$ cat src/hdl/lida_pkg.sv
// ----------------------------------------------------------------------------
// lida_pkg
// Shared types and constants of the LIFO ID allocator: field widths, command
// and status codes, and the sequencer states.
// ----------------------------------------------------------------------------
package lida_pkg;

	localparam int CMD_W     = 2;
	localparam int DEV_W     = 2;
	localparam int MID_W     = 9;
	localparam int STS_W     = 2;
	localparam int GID_W     = 8;
	localparam int LEFT_W    = 9;
	localparam int S_TDATA_W = 16;
	localparam int M_TDATA_W = 24;

	typedef enum logic [CMD_W-1:0] {
		CMD_INIT    = 2'd0,
		CMD_ALLOC   = 2'd1,
		CMD_FREE    = 2'd2,
		CMD_DESTROY = 2'd3
	} cmd_t;

	typedef enum logic [STS_W-1:0] {
		STS_OK        = 2'd0,
		STS_INVALID   = 2'd1,
		STS_NODATA    = 2'd2,
		STS_EXHAUSTED = 2'd3
	} status_t;

	typedef enum logic [2:0] {
		ST_CLEAR,
		ST_IDLE,
		ST_ALLOC,
		ST_FREE,
		ST_SWEEP,
		ST_RESP
	} state_t;

endpackage

$ cat src/hdl/lifo_id_allocator.sv
// ----------------------------------------------------------------------------
// lifo_id_allocator
// Per-device pools of numeric IDs kept as a LIFO free list in a stack memory,
// with an allocation bit memory that rejects frees of IDs not handed out.
// ----------------------------------------------------------------------------
//
//  Channel   Direction  Payload (lowest bit first)
//  s_axis    in         command[1:0], device_id[3:2], release_id[12:4], zero pad
//  m_axis    out        status[1:0], granted_id[9:2], free_left[18:10], zero pad
//
//  Allocate and free go from request to result in these steps: decode and
//  read the stack or allocation memory, modify and write back, load output.
//  Init and destroy sweep all MAX_IDS entries of the pool.
//  Invalid requests and empty-pool errors answer straight from decode.
//  After reset the whole allocation memory is cleared,
//  with s_axis_tready low. A new request is taken while a result waits.
//
module lifo_id_allocator #(
	parameter int MAX_IDS = 64,
	parameter int DEVICES = 1
) (
	input  logic                            clk,
	input  logic                            arst_n,
	input  logic                            s_axis_tvalid,
	output logic                            s_axis_tready,
	// command[1:0], device_id[3:2], release_id[12:4]
	input  logic [lida_pkg::S_TDATA_W-1:0] s_axis_tdata,
	output logic                            m_axis_tvalid,
	input  logic                            m_axis_tready,
	// status[1:0], granted_id[9:2], free_left[18:10]
	output logic [lida_pkg::M_TDATA_W-1:0] m_axis_tdata
);

	localparam int DEPTH = DEVICES * MAX_IDS;
	localparam int AW    = (DEPTH > 1) ? $clog2(DEPTH) : 1;
	localparam int IW    = (MAX_IDS > 1) ? $clog2(MAX_IDS) : 1;
	localparam int DW    = (DEVICES > 1) ? $clog2(DEVICES) : 1;
	localparam int CW    = $clog2(MAX_IDS + 1);

	function automatic logic [AW-1:0] pool_addr(input logic [DW-1:0] d,
	                                            input logic [IW-1:0] i);
		return AW'(d) * AW'(MAX_IDS) + AW'(i);
	endfunction

	// memories
	logic [7:0] stack_mem [DEPTH];
	logic       map_mem   [DEPTH];

	logic            stack_we;
	logic [AW-1:0]   stack_waddr;
	logic [7:0]      stack_wdata;
	logic [AW-1:0]   stack_raddr;
	logic [7:0]      stack_rd_q;
	logic            map_we;
	logic [AW-1:0]   map_waddr;
	logic            map_wdata;
	logic [AW-1:0]   map_raddr;
	logic            map_rd_q;

	// control and request registers
	lida_pkg::state_t state_q, state_d;
	lida_pkg::cmd_t   cmd_q;
	logic [DW-1:0]    dev_q;
	logic [IW-1:0]    id_q;
	logic [CW-1:0]    cnt_q;
	logic [AW-1:0]    sweep_q, sweep_d;
	logic [CW-1:0]    count_q [DEVICES];
	logic             count_we;
	logic [CW-1:0]    count_wdata;

	lida_pkg::status_t          resp_status_q, resp_status_d;
	logic [lida_pkg::GID_W-1:0]  resp_granted_q, resp_granted_d;
	logic [lida_pkg::LEFT_W-1:0] resp_left_q, resp_left_d;
	logic                        resp_we;

	logic                        out_valid_q;
	logic                        out_load;
	lida_pkg::status_t           out_status_q;
	logic [lida_pkg::GID_W-1:0]  out_granted_q;
	logic [lida_pkg::LEFT_W-1:0] out_left_q;

	// request decode
	lida_pkg::cmd_t              in_cmd;
	logic [lida_pkg::DEV_W-1:0]  in_dev;
	logic [lida_pkg::MID_W-1:0]  in_id;
	logic                        in_accept;
	logic                        dev_ok;
	logic                        id_ok;
	logic [DW-1:0]               in_dev_ix;
	logic [CW-1:0]               in_cnt;

	assign in_cmd    = lida_pkg::cmd_t'(s_axis_tdata[1:0]);
	assign in_dev    = s_axis_tdata[3:2];
	assign in_id     = s_axis_tdata[12:4];
	assign in_dev_ix = in_dev[DW-1:0];
	assign dev_ok    = (3'(in_dev) < 3'(DEVICES));
	assign id_ok     = (in_id < lida_pkg::MID_W'(MAX_IDS));
	assign in_cnt    = dev_ok ? count_q[in_dev_ix] : '0;

	assign s_axis_tready = (state_q == lida_pkg::ST_IDLE);
	assign in_accept     = s_axis_tvalid && s_axis_tready;

	always_comb begin
		state_d        = state_q;
		sweep_d        = sweep_q;
		stack_we       = 1'b0;
		stack_waddr    = '0;
		stack_wdata    = '0;
		stack_raddr    = '0;
		map_we         = 1'b0;
		map_waddr      = '0;
		map_wdata      = 1'b0;
		map_raddr      = '0;
		count_we       = 1'b0;
		count_wdata    = '0;
		resp_we        = 1'b0;
		resp_status_d  = lida_pkg::STS_OK;
		resp_granted_d = '0;
		resp_left_d    = '0;
		out_load       = 1'b0;

		unique case (state_q)
			lida_pkg::ST_CLEAR: begin
				map_we    = 1'b1;
				map_waddr = sweep_q;
				if (sweep_q == AW'(DEPTH - 1)) begin
					sweep_d = '0;
					state_d = lida_pkg::ST_IDLE;
				end else begin
					sweep_d = sweep_q + 1'b1;
				end
			end

			lida_pkg::ST_IDLE: begin
				if (in_accept) begin
					resp_left_d = lida_pkg::LEFT_W'(in_cnt);
					if (!dev_ok) begin
						resp_we       = 1'b1;
						resp_status_d = lida_pkg::STS_INVALID;
						resp_left_d   = '0;
						state_d       = lida_pkg::ST_RESP;
					end else begin
						unique case (in_cmd)
							lida_pkg::CMD_INIT: begin
								sweep_d = '0;
								state_d = lida_pkg::ST_SWEEP;
							end
							lida_pkg::CMD_ALLOC: begin
								if (in_cnt == '0 || in_cnt > CW'(MAX_IDS)) begin
									resp_we       = 1'b1;
									resp_status_d = lida_pkg::STS_EXHAUSTED;
									state_d       = lida_pkg::ST_RESP;
								end else begin
									stack_raddr = pool_addr(in_dev_ix, IW'(in_cnt - 1'b1));
									state_d     = lida_pkg::ST_ALLOC;
								end
							end
							lida_pkg::CMD_FREE: begin
								if (!id_ok) begin
									resp_we       = 1'b1;
									resp_status_d = lida_pkg::STS_INVALID;
									state_d       = lida_pkg::ST_RESP;
								end else begin
									map_raddr = pool_addr(in_dev_ix, in_id[IW-1:0]);
									state_d   = lida_pkg::ST_FREE;
								end
							end
							default: begin
								if (in_cnt == '0) begin
									resp_we       = 1'b1;
									resp_status_d = lida_pkg::STS_NODATA;
									state_d       = lida_pkg::ST_RESP;
								end else begin
									sweep_d = '0;
									state_d = lida_pkg::ST_SWEEP;
								end
							end
						endcase
					end
				end
			end

			lida_pkg::ST_ALLOC: begin
				// mark the popped ID as handed out
				if (9'(stack_rd_q) < 9'(MAX_IDS)) begin
					map_we    = 1'b1;
					map_waddr = pool_addr(dev_q, stack_rd_q[IW-1:0]);
					map_wdata = 1'b1;
				end
				count_we       = 1'b1;
				count_wdata    = cnt_q - 1'b1;
				resp_we        = 1'b1;
				resp_status_d  = lida_pkg::STS_OK;
				resp_granted_d = stack_rd_q;
				resp_left_d    = lida_pkg::LEFT_W'(cnt_q - 1'b1);
				state_d        = lida_pkg::ST_RESP;
			end

			lida_pkg::ST_FREE: begin
				resp_we = 1'b1;
				if (!map_rd_q || cnt_q >= CW'(MAX_IDS)) begin
					resp_status_d = lida_pkg::STS_NODATA;
					resp_left_d   = lida_pkg::LEFT_W'(cnt_q);
				end else begin
					map_we        = 1'b1;
					map_waddr     = pool_addr(dev_q, id_q);
					map_wdata     = 1'b0;
					stack_we      = 1'b1;
					stack_waddr   = pool_addr(dev_q, cnt_q[IW-1:0]);
					stack_wdata   = 8'(id_q);
					count_we      = 1'b1;
					count_wdata   = cnt_q + 1'b1;
					resp_status_d = lida_pkg::STS_OK;
					resp_left_d   = lida_pkg::LEFT_W'(cnt_q + 1'b1);
				end
				state_d = lida_pkg::ST_RESP;
			end

			lida_pkg::ST_SWEEP: begin
				map_we    = 1'b1;
				map_waddr = pool_addr(dev_q, sweep_q[IW-1:0]);
				// init refills the stack top-down so that ID 0 leaves first
				if (cmd_q == lida_pkg::CMD_INIT) begin
					stack_we    = 1'b1;
					stack_waddr = pool_addr(dev_q, sweep_q[IW-1:0]);
					stack_wdata = 8'(MAX_IDS - 1) - 8'(sweep_q[IW-1:0]);
				end
				if (sweep_q == AW'(MAX_IDS - 1)) begin
					count_we      = 1'b1;
					count_wdata   = (cmd_q == lida_pkg::CMD_INIT) ? CW'(MAX_IDS) : '0;
					resp_we       = 1'b1;
					resp_status_d = lida_pkg::STS_OK;
					resp_left_d   = (cmd_q == lida_pkg::CMD_INIT) ?
					                lida_pkg::LEFT_W'(MAX_IDS) : '0;
					sweep_d       = '0;
					state_d       = lida_pkg::ST_RESP;
				end else begin
					sweep_d = sweep_q + 1'b1;
				end
			end

			lida_pkg::ST_RESP: begin
				// hold until the output register is free
				if (!out_valid_q || m_axis_tready) begin
					out_load = 1'b1;
					state_d  = lida_pkg::ST_IDLE;
				end
			end

			default: begin
				state_d = lida_pkg::ST_IDLE;
			end
		endcase
	end

	always_ff @(posedge clk or negedge arst_n) begin
		if (!arst_n) begin
			state_q     <= lida_pkg::ST_CLEAR;
			sweep_q     <= '0;
			out_valid_q <= 1'b0;
		end else begin
			state_q <= state_d;
			sweep_q <= sweep_d;
			if (out_load) begin
				out_valid_q <= 1'b1;
			end else if (m_axis_tready) begin
				out_valid_q <= 1'b0;
			end
		end
	end

	always_ff @(posedge clk or negedge arst_n) begin
		if (!arst_n) begin
			for (int d = 0; d < DEVICES; d++) begin
				count_q[d] <= '0;
			end
		end else if (count_we) begin
			count_q[dev_q] <= count_wdata;
		end
	end

	// request and result payload
	always_ff @(posedge clk) begin
		if (in_accept) begin
			cmd_q <= in_cmd;
			dev_q <= in_dev_ix;
			id_q  <= in_id[IW-1:0];
			cnt_q <= in_cnt;
		end
		if (resp_we) begin
			resp_status_q  <= resp_status_d;
			resp_granted_q <= resp_granted_d;
			resp_left_q    <= resp_left_d;
		end
		if (out_load) begin
			out_status_q  <= resp_status_q;
			out_granted_q <= resp_granted_q;
			out_left_q    <= resp_left_q;
		end
	end

	always_ff @(posedge clk) begin
		stack_rd_q <= stack_mem[stack_raddr];
		if (stack_we) begin
			stack_mem[stack_waddr] <= stack_wdata;
		end
	end

	always_ff @(posedge clk) begin
		map_rd_q <= map_mem[map_raddr];
		if (map_we) begin
			map_mem[map_waddr] <= map_wdata;
		end
	end

	assign m_axis_tvalid = out_valid_q;
	assign m_axis_tdata  = {5'b0, out_left_q, out_granted_q, out_status_q};

endmodule
$ cat config.mk
export PLATFORM = sky130hd
export DESIGN_NAME = lifo_id_allocator
export DESIGN_NICKNAME = d
export VERILOG_FILES = /design/src/hdl/lida_pkg.sv /design/src/hdl/lifo_id_allocator.sv
export SDC_FILE = /design/constraint.sdc
export NUM_CORES = 1
export LEC_CHECK = 0
export ABC_AREA = 1
export BUFFER_PORTS_ARGS = -buffer_cell sky130_fd_sc_hd__buf_2
export CAP_MARGIN = 20
export CORE_MARGIN = 10
export CORE_UTILIZATION = 52
export CTS_CLUSTER_DIAMETER = 120
export DETAILED_ROUTE_END_ITERATION = 10
export MAX_ROUTING_LAYER = met4
export PLACE_DENSITY = 0.78
export SLEW_MARGIN = 20
export SYNTH_ARGS = -nofsm -noshare
export SYNTH_HDL_FRONTEND = slang
export SYNTH_SLANG_ARGS = --single-unit
$ cat constraint.sdc
create_clock -name clk -period 4.8 [get_ports clk]
set_clock_uncertainty 0.1 [all_clocks]
set_input_delay 0.48 -clock clk [delete_from_list [all_inputs] [get_ports clk]]
set_output_delay 0.48 -clock clk [all_outputs]
set_load 0.05 [all_outputs]
# After elaboration in Yosys (flattened, before gate mapping)
# Memories as Yosys holds them, arrays and structs flattened. A register that Yosys moved wholly into a read port is not among the register bits.
# Cells that the tools add are included.
dict set report op_classes {
  n_reduce_logical 18
  n_mux 80
  n_eq_ne 15
  addsub 7
  magnitude_cmp 8
}
# op count
set op_table {}
lappend op_table {{two-way mux 6 bit} 19}
lappend op_table {{two-way mux 7 bit} 10}
lappend op_table {{one-hot mux 6 bit (2 select lines)} 3}
lappend op_table {{one-hot mux 9 bit (4 select lines)} 1}
lappend op_table {{two-way mux 3 bit} 7}
lappend op_table {{one-hot mux 7 bit (3 select lines)} 1}
lappend op_table {{two-way mux 1 bit} 20}
lappend op_table {{one-hot mux 6 bit (3 select lines)} 1}
lappend op_table {{two-way mux 8 bit} 2}
lappend op_table {{one-hot mux 8 bit (2 select lines)} 1}
lappend op_table {{one-hot mux 3 bit (5 select lines)} 1}
lappend op_table {{one-hot mux 1 bit (3 select lines)} 4}
lappend op_table {{two-way mux 2 bit} 5}
lappend op_table {{less-than comparator 9 x 7 -> 1 bit, second input constant} 1}
lappend op_table {{one-hot mux 3 bit (3 select lines)} 1}
lappend op_table {{adder 7 x 1 -> 8 bit, second input constant} 1}
lappend op_table {{less-than comparator 8 x 7 -> 1 bit, second input constant} 1}
lappend op_table {{!= test 2 bit, second input constant} 4}
lappend op_table {{subtractor 7 x 1 -> 8 bit, second input constant} 1}
lappend op_table {{adder 7 x 1 -> 7 bit, second input constant} 1}
lappend op_table {{bitwise mux 7 bit} 1}
lappend op_table {{greater-or-equal comparator 7 bit, second input constant} 1}
lappend op_table {{> comparator 7 bit, second input constant} 1}
lappend op_table {{logical NOT 7 bit} 1}
lappend op_table {{27 further kinds} 39}
dict set report word_totals {
  regBits 71
  mem_bits_rw 576
  input_bits 20
  n_memories 2
  word_cells 144
}
# name depth word_bits read_ports rd_clocked_by_memory_dff write_ports line
set mem_list {}
lappend mem_list {stack_mem 64 8 1 1 1 lifo_id_allocator.sv:46} ;# logic [7:0] stack_mem [DEPTH];
lappend mem_list {map_mem 64 1 1 1 1 lifo_id_allocator.sv:47} ;# logic map_mem [DEPTH];

# Longest topological paths before layout
# Gate-level depths: netlist (run 1).
dict set report depth {
  depth_word 10
  ltp_mapped 20
  depth_no_buf 18
}

# Worst setup path before layout (run 1)
# OpenSTA, ideal clock, no wires.
dict set report synth_timing {
  path_kind {register to register}
  startpoint {register state_q[1]}
  endpoint {memory stack_mem[0][0] (data pin)}
  path_stages_with_launch 7
  slack_ns 0.309
  synth_period_minus_slack_ns 4.491
  arrival_time_ns 3.689
  cell_sequence {dfrtp_1 > nor2_1 > inv_2 > nor2_1 > nand2_1 > clkbuf_1 > o21ai_0}
}
dict set report synth_via {
  elab_chain_cells 2
}
# element line
set synth_rtl {}
lappend synth_rtl {{start, declared} lifo_id_allocator.sv:61} ;# lida_pkg::state_t state_q, state_d;
lappend synth_rtl {{start signal, assigned} lifo_id_allocator.sv:258} ;# state_q <= lida_pkg::ST_CLEAR;
lappend synth_rtl {{start signal, assigned} lifo_id_allocator.sv:262} ;# state_q <= state_d;
lappend synth_rtl {{equality test 3 bit or equality test 3 x 2 -> 1 bit (tied branches)} lifo_id_allocator.sv:122} ;# unique case (state_q)
lappend synth_rtl {{one-hot mux 8 bit (2 select lines) *} lifo_id_allocator.sv:122}
lappend synth_rtl {{net stack_wdata[0]} lifo_id_allocator.sv:51} ;# logic [7:0] stack_wdata;
lappend synth_rtl {{end, declared} lifo_id_allocator.sv:46}
# Mark *: on every way through the listed nets, which the timed path passes. The rest lies on a longest branch.

# Final worst setup path (run 1)
dict set report layout_timing {
  startpoint {register state_q[2]}
  endpoint {memory stack_mem[27][4] (enable)}
}
dict set report layout_via {
  elab_chain_cells 4
}
# element line
set layout_rtl {}
lappend layout_rtl {{equality test 3 bit or equality test 3 x 2 -> 1 bit (tied branches)} lifo_id_allocator.sv:122}
lappend layout_rtl {{one-hot mux 1 bit (2 select lines)} lifo_id_allocator.sv:122}
lappend layout_rtl {{two-way mux 1 bit} lifo_id_allocator.sv:304} ;# if (stack_we) begin
lappend layout_rtl {{two-way mux 1 bit (implied by the code)} lifo_id_allocator.sv:305} ;# stack_mem[stack_waddr] <= stack_wdata;
# Parallel ways exist; a longest one is shown, timed or not.

==> impl_metrics.env, run 1 <==
export IMPL_grtUsageTotal=0.206
export IMPL_r2r_setup_slack_ns=1.22
export IMPL_reg2reg_to="stack_mem[27][4]"
export IMPL_synth_common_cells="nand2_1 (512), edfxtp_1 (498), nand3_1 (379)"
export IMPL_synthFlopType="edfxtp_1"
export IMPL_grt_max_degree=141
export IMPL_io_buffers=35
export IMPL_crit_chain="inv_2, nand2_1, nor2_1, inv_1, nor2_2, buf_4, a21boi_0, inv_1, nand3_1, nor2_1"
export IMPL_peakVddDrop_v=0.000290
export IMPL_yosysSeqAreaShare=0.674
export IMPL_drv_cap=0
export IMPL_p_clk_frac=0.391
export IMPL_pwr_share_seq=0.516
export IMPL_post_route_period_util=0.747
export IMPL_insertion_delay_ns=0.59
export IMPL_tightest_slew_ns=1.11
export IMPL_r2r_start="state_q[2]"
export IMPL_timing_final_crit_period_ns=3.58
export IMPL_cts_tree="done"
export IMPL_chipHeight_um=230
export IMPL_cts_sinks=522
export IMPL_ys_types=51
export IMPL_finish_utilization=0.580
export IMPL_overflow=0
export IMPL_switching_share=0.245
export IMPL_synth_most_common_cell="nand2_1"
export IMPL_synth_largest_area_cell="edfxtp_1"
export IMPL_synthAdderAreaFrac=0.00543
export IMPL_synth_xor_area_share=0.00190
export IMPL_initial_core_util=0.523
export IMPL_n_fill_cell=3476
export IMPL_rsz0062_at_grt="no"
export IMPL_viasPerCell=5.62
export IMPL_min_to="dev_q"
export IMPL_power_switching_w=0.00253
export IMPL_avgSynthCellArea_um2=10.6
export IMPL_htreeDepth=2
export IMPL_ant_nets=0
export IMPL_detail_route_first_pass_iterations=6
export IMPL_grt_pass1_vias=15500
export IMPL_worst_setup_path_end_kind="flip-flop"
export IMPL_cell_internal_pwr_w=0.00779
export IMPL_rows=77
export IMPL_grt_pass1_wl_um=84600
export IMPL_cp_start_kind="flip-flop"
export IMPL_mappedNetlistArea_mm2=0.0230
export IMPL_report_final_slew_viol_count=0
export IMPL_synthTopCellsByArea="edfxtp_1 (65%), nand2_1 (8.3%), nand3_1 (8.2%)"
export IMPL_yosys_warnings=0
export IMPL_hold_viol=0
export IMPL_multiInputGateArea_mm2=0.00607
export IMPL_synth_edf_count=498
export IMPL_synth_top_area_frac=0.649
export IMPL_final_setup_tns_ns=0
export IMPL_wl_per_cell_um=18.9
export IMPL_core_area_mm2=0.0440
export IMPL_synth_top_family_by_area="simple AND/OR/NAND/NOR gates"
export IMPL_worst_r2r_path_depth=10
export IMPL_min_path_cells=1
export IMPL_cts_root_buffer_cell="clkbuf_16"
export IMPL_outcome="completed"
export IMPL_async_reset_ff_frac=0.0326
export IMPL_synth_compound_area_frac=0.0340
export IMPL_antenna_found_initial=1
export IMPL_crit_path_top_delay_cell="nor2_1"
export IMPL_power_frac_comb=0.093
export IMPL_hp_class="in -> reg"
export IMPL_clockBufferDepth=3
export IMPL_cts_setup_buffers=0
export IMPL_synth_mux_area_frac=0
export IMPL_fmax_mhz=279
export IMPL_syn_inst=2170
export IMPL_hpwl_um=33100
export IMPL_required_ns=4.92
export IMPL_gp_congestion=0.923
export IMPL_crit_arrival_ns=3.70
export IMPL_pin_count=46
export IMPL_setup_viol=0
export IMPL_syn2layout_area_growth_pct=10.9
export IMPL_min_delay_start="s_axis_tdata[2]"
export IMPL_ys_ff_latch=522
export IMPL_max_stage_delay_ns=0.68
export IMPL_relSlewSlack=0.256
export IMPL_p_leak_nw=9.92
export IMPL_nNetsFinal=2236
export IMPL_dieWidth_um=230
export IMPL_power_density_mw_per_mm2=404
export IMPL_cts_buffers=51
export IMPL_critPathKind="reg -> reg"
export IMPL_drtIter0Drc=2193
export IMPL_yosys_area_share_simple=0.217
export IMPL_layout_drive_gt1_share=0.0863
export IMPL_clk_pin_slew_ns=0.06
export IMPL_critPathMaxFanout=13
export IMPL_drt_wl_total_um=53700
export IMPL_drc_errors=0
export IMPL_regArea_mm2=0.0155
export IMPL_dieArea_mm2=0.0531
export IMPL_vias=15900
cell usage in the layout (no fill, tap or decap), types with 6 or more instances in the layout:
| cell | Yosys | final |
|---|---|---|
| nand2_1 | 512 | 512 |
| bufinv_16 | 0 | 7 |
| or2_2 | 18 | 18 |
| o21ai_0 | 29 | 23 |
| dfxtp_1 | 7 | 7 |
| edfxtp_1 | 498 | 498 |
| buf_2 | 40 | 35 |
| buf_4 | 31 | 29 |
| nor2_1 | 197 | 195 |
| nand3_1 | 379 | 379 |
| a21oi_1 | 14 | 14 |
| ha_1 | 10 | 10 |
| clkbuf_16 | 0 | 51 |
| clkinv_2 | 1 | 12 |
| o21ai_4 | 0 | 6 |
| nor3_1 | 16 | 16 |
| clkbuf_1 | 20 | 12 |
| inv_2 | 6 | 6 |
| dfrtp_1 | 17 | 17 |
| nor2_4 | 4 | 7 |
| o211ai_1 | 46 | 46 |
| inv_1 | 261 | 261 |
| conb_1 | 1 | 7 |
| dlygate4sd3_1 | 0 | 6 |
| clkinv_1 | 0 | 7 |
state kept, by name (all words and copies together) (netlist names), 7 cells and up:
name         cells
cnt_q            7
map_mem         64
count_q          7
stack_mem      384
resp_left_q      9
out_left_q       9
layout make-up:
| type | count | share of cell area |
|---|---|---|
| multi-input cells | 1289 | 0.238 |
| clock inverters | 28 | 0.0124 |
| inverters | 268 | 0.0394 |
| diodes | 1 | 0.0000979 |
| flip-flops and latches | 522 | 0.607 |
| repair buffers | 74 | 0.0209 |
| well taps | 592 | 0.0290 |
| clock buffers | 66 | 0.0533 |
per-stage QoR:
stage	cells	instance area (um^2)	power, W	hold slack [ns]	worst slack, ns
floorplan	2176	23100	0.00601	0.0844	0.309
global placement	2739	23800	0.00632	0.302	1.21
detailed placement	2739	23800	0.00636	0.305	1.18
CTS	2839	25600	0.0103	0.000000278	1.31
global route	2840	25600	0.0107	0.00360	1.04
finish	2840	25600	0.0103	0.0222	1.22
power groups by stage:
stage	registers (W)	clock network [W]	logic, W
floorplan	0.00550	0	0.000512
global placement	0.00541	0	0.000915
detailed placement	0.00541	0	0.000943
CTS	0.00532	0.00408	0.000952
global route	0.00533	0.00429	0.00104
finish	0.00532	0.00404	0.000962
worst max-delay path by stage:
| stage | slack [ns] | endpoint | from | depth (start not counted) |
|---|---|---|---|---|
| after floorplan | 0.31 | stack_mem[0][0] | state_q[1] | 6 |
| after global placement | 1.21 | stack_rd_q[3] | s_axis_tdata[3] | 17 |
| after detailed placement | 1.18 | stack_rd_q[3] | s_axis_tdata[3] | 17 |
| after CTS | 1.31 | stack_mem[53][2] | state_q[0] | 9 |
| after global routing | 1.04 | stack_mem[10][4] | state_q[2] | 10 |
| final | 1.22 | stack_mem[27][4] | state_q[2] | 10 |
worst max-delay path, delay by kind of cell (launching register included):
kind | cells | cell delay (ns)
buffers and inverters | 4 | 0.67
flip-flops | 1 | 0.42
AND/OR/NAND/NOR | 5 | 1.76
AO/OA/AOI/OAI | 1 | 0.26
repair_timing:
| action | in CTS | in global routing |
|---|---|---|
| endpoints found under the setup margin | 0 | 0 |
| endpoints found under the hold margin | 22 | 0 |
| gates resized for setup | 0 | 0 |
| hold buffers | 6 | 0 |
cell families (layout without fill, tap and decap cells):
kind of cell	after synthesis	in the layout
simple gates	1151	1151
flops	522	522
buf+inv	365	436
compound gates	116	116
fa+ha+maj	10	10
xor+xnor	5	5
other cells	1	8
per-layer routing:
metal | track usage | up-vias | wire, um | share of wire
met5 | - | - | 0 | 0
met4 | 0.0791 | 0 | 1760 | 0.033
met3 | 0.0432 | 140 | 5350 | 0.10
met2 | 0.327 | 807 | 25700 | 0.48
met1 | 0.258 | 7604 | 20900 | 0.39
li1 | - | 7397 | - | -
Note: power is estimated with default switching activity, not from simulation.
==> run 2, diff against run 1 <==
==> constraint.sdc (replaced) <==
create_clock -name clk -period 3 [get_ports clk]
set_clock_uncertainty 0.1 [all_clocks]
set_input_delay 0.3 -clock clk [delete_from_list [all_inputs] [get_ports clk]]
set_output_delay 0.3 -clock clk [all_outputs]
set_load 0.05 [all_outputs]
==> run 2 against run 1 <==
  * Via count increased by 4.8%
  * Global-route usage grew 0.73 points
  * Sequential power up 60%
  * Final area rose by 5.3%
  * Sequential cell count unchanged
  * Wire length up 8.4%
  * Hold slack better by 0.033 ns
  * Sequential share of layout area is 3.0 points lower
  * Non-clock buffer count up 103
  * Critical path depth fell by 3
  * Clock-buffer cell count rose by 5
  * Die area unchanged
==> impl_metrics.env, run 2 (synthesized netlist as in run 1, its figures left out) <==
export IMPL_rsz0062_at_grt="yes"
export IMPL_grt_max_degree=65
export IMPL_final_cells=2945
export IMPL_worst_setup_path_end_kind="flip-flop"
export IMPL_core_area_mm2=0.0440
export IMPL_final_common_cell="nand2_1"
export IMPL_grt_pass1_wl_um=87000
export IMPL_nNetsFinal=2340
export IMPL_tightest_slew_ns=0.575
export IMPL_timing_final_crit_period_ns=2.98
export IMPL_syn2layout_area_growth_pct=16.8
export IMPL_cts_root_buffer_cell="clkbuf_16"
export IMPL_finish_utilization=0.611
export IMPL_pin_count=46
export IMPL_chipHeight_um=230
export IMPL_drc_errors=0
export IMPL_vias=16700
export IMPL_cell_internal_pwr_w=0.0124
export IMPL_top_regs="stack_mem (384), map_mem (64)"
export IMPL_fmax_mhz=336
export IMPL_grtUsageTotal=0.214
export IMPL_peakVddDrop_v=0.000535
export IMPL_hpwl_um=34900
export IMPL_hp_class="in -> reg"
export IMPL_crit_path_top_delay_cell="nor2_1"
export IMPL_pwr_share_seq=0.516
export IMPL_path_delay_family="simple AND/OR/NAND/NOR gates"
export IMPL_critPathMaxFanout=8
export IMPL_diodes=0
export IMPL_drv_cap=0
export IMPL_initial_core_util=0.523
export IMPL_power_frac_comb=0.098
export IMPL_switching_share=0.250
export IMPL_required_ns=3.13
export IMPL_antenna_found_initial=0
export IMPL_largest_reg_flops=384
export IMPL_overflow=0
export IMPL_worst_path_buf_inv=1
export IMPL_cp_start_kind="flip-flop"
export IMPL_layout_drive_gt1_share=0.137
export IMPL_setup_viol=0
export IMPL_crit_chain="nor2_1, inv_2, nor2_1, nand2_1, o22ai_2, nand3_1, nor2_1"
export IMPL_crit_top_cell="nor2_1"
export IMPL_clockBufferDepth=3
export IMPL_n_fill_cell=3313
export IMPL_htreeDepth=2
export IMPL_max_stage_delay_ns=0.52
export IMPL_critPathKind="reg -> reg"
export IMPL_rows=77
export IMPL_relSlewSlack=0.616
export IMPL_report_final_slew_viol_count=0
export IMPL_cts_tree="done"
export IMPL_grt_pass1_vias=16000
export IMPL_crit_arrival_ns=3.10
export IMPL_gp_congestion=0.962
export IMPL_wl_per_cell_um=19.8
export IMPL_io_buffers=35
export IMPL_p_leak_nw=10.6
export IMPL_clk_pin_slew_ns=0.06
export IMPL_outcome="completed"
export IMPL_insertion_delay_ns=0.61
export IMPL_layout_cells_most_common_list="nand2_1 (507), edfxtp_1 (498), nand3_1 (369), inv_1 (261), nor2_1 (178)"
export IMPL_max_flop_register="stack_mem"
export IMPL_cts_buffers=52
export IMPL_power_switching_w=0.00412
export IMPL_detail_route_first_pass_iterations=6
export IMPL_dieWidth_um=230
export IMPL_dieArea_mm2=0.0531
export IMPL_ant_nets=0
export IMPL_drt_wl_total_um=58200
export IMPL_cts_sinks=522
export IMPL_power_density_mw_per_mm2=613
export IMPL_post_route_period_util=0.992
export IMPL_viasPerCell=5.67
export IMPL_p_clk_frac=0.387
export IMPL_drtIter0Drc=1977
export IMPL_placed_cells=2817
export IMPL_hold_viol=0
run 2: cell types whose count changed in the layout (fill, tap and decap cells not counted), moves of 4 or more:
cell,change
buf_12,+19
nor2_2,+14
dlygate4sd3_1,+5
nand2_1,-5
clkinv_1,+5
nand3_2,+10
nor2_1,-17
nand2_2,+5
nand3_1,-10
clkbuf_1,+4
clkbuf_16,+12
buf_4,+66
run 2: cell type report:
type	instances	area, um^2	share of cell area
multi-input cells	1289	6220	0.231
clock buffers	71	1430	0.0530
repair buffers	177	1770	0.0656
inverters	268	1010	0.0374
flip-flops and latches	522	15500	0.577
clock inverters	26	233	0.00865
well taps	592	741	0.0275
run 2: layer usage:
layer | share of wire | global-route usage
met1 | 0.38 | 0.262
met2 | 0.48 | 0.348
met3 | 0.10 | 0.0368
met4 | 0.037 | 0.0865
met5 | 0 | -
run 2: repair_timing:
item,4_1_cts,5_1_grt
endpoints found under the hold margin,29,0
cloned,0,10
setup endpoints to repair,126,251
gates resized for setup,3,44
hold buffers,11,0
pin swaps,0,5
setup buffers,0,10
run 2: worst register-to-register path: stages (launching register included):
cell,delay (ns)
dfrtp_1,0.45
nor2_1,0.19
inv_2,0.06
nor2_1,0.22
nand2_1,0.25
o22ai_2,0.43
nand3_1,0.39
nor2_1,0.52
run 2: power groups by stage:
stage / clock network [W] / registers, W / logic, W
finish: 0.00638 / 0.00851 / 0.00161
floorplan: 0 / 0.00878 / 0.000823
detailed placement: 0 / 0.00866 / 0.00157
global placement: 0 / 0.00865 / 0.00153
CTS: 0.00643 / 0.00851 / 0.00159
global route: 0.00675 / 0.00853 / 0.00174
run 2: worst paths after layout:
| kind | start | end | slack, ns | depth (start not counted) |
|---|---|---|---|---|
| min | s_axis_tvalid | state_q[1] | 0.05 | 3 |
| max reg2reg | state_q[0] | stack_mem[35][3] | 0.02 | 7 |
| min reg2reg | resp_granted_q[3] | out_granted_q[3] | 0.31 | 0 |
| max | state_q[0] | stack_mem[35][3] | 0.02 | 7 |
| min in group asynchronous | arst_n | sweep_q[5] | 0.12 | 2 |
| max in group asynchronous | arst_n | sweep_q[0] | 2.34 | 2 |
run 2: through the flow:
step                      power, W  hold WS, ns  TNS [ns]  setup slack (ns)  area, um^2
final                       0.0165       0.0549         0            0.0240       26900
after floorplan            0.00960      -0.0956   -159.19            -0.415       23100
after global placement      0.0102        0.170         0            0.0514       24600
after CTS                   0.0165       0.0319    -0.796           -0.0545       26400
after global routing        0.0170       0.0501     -3.35            -0.121       26900
after detailed placement    0.0102        0.173     -5.75            -0.115       24600
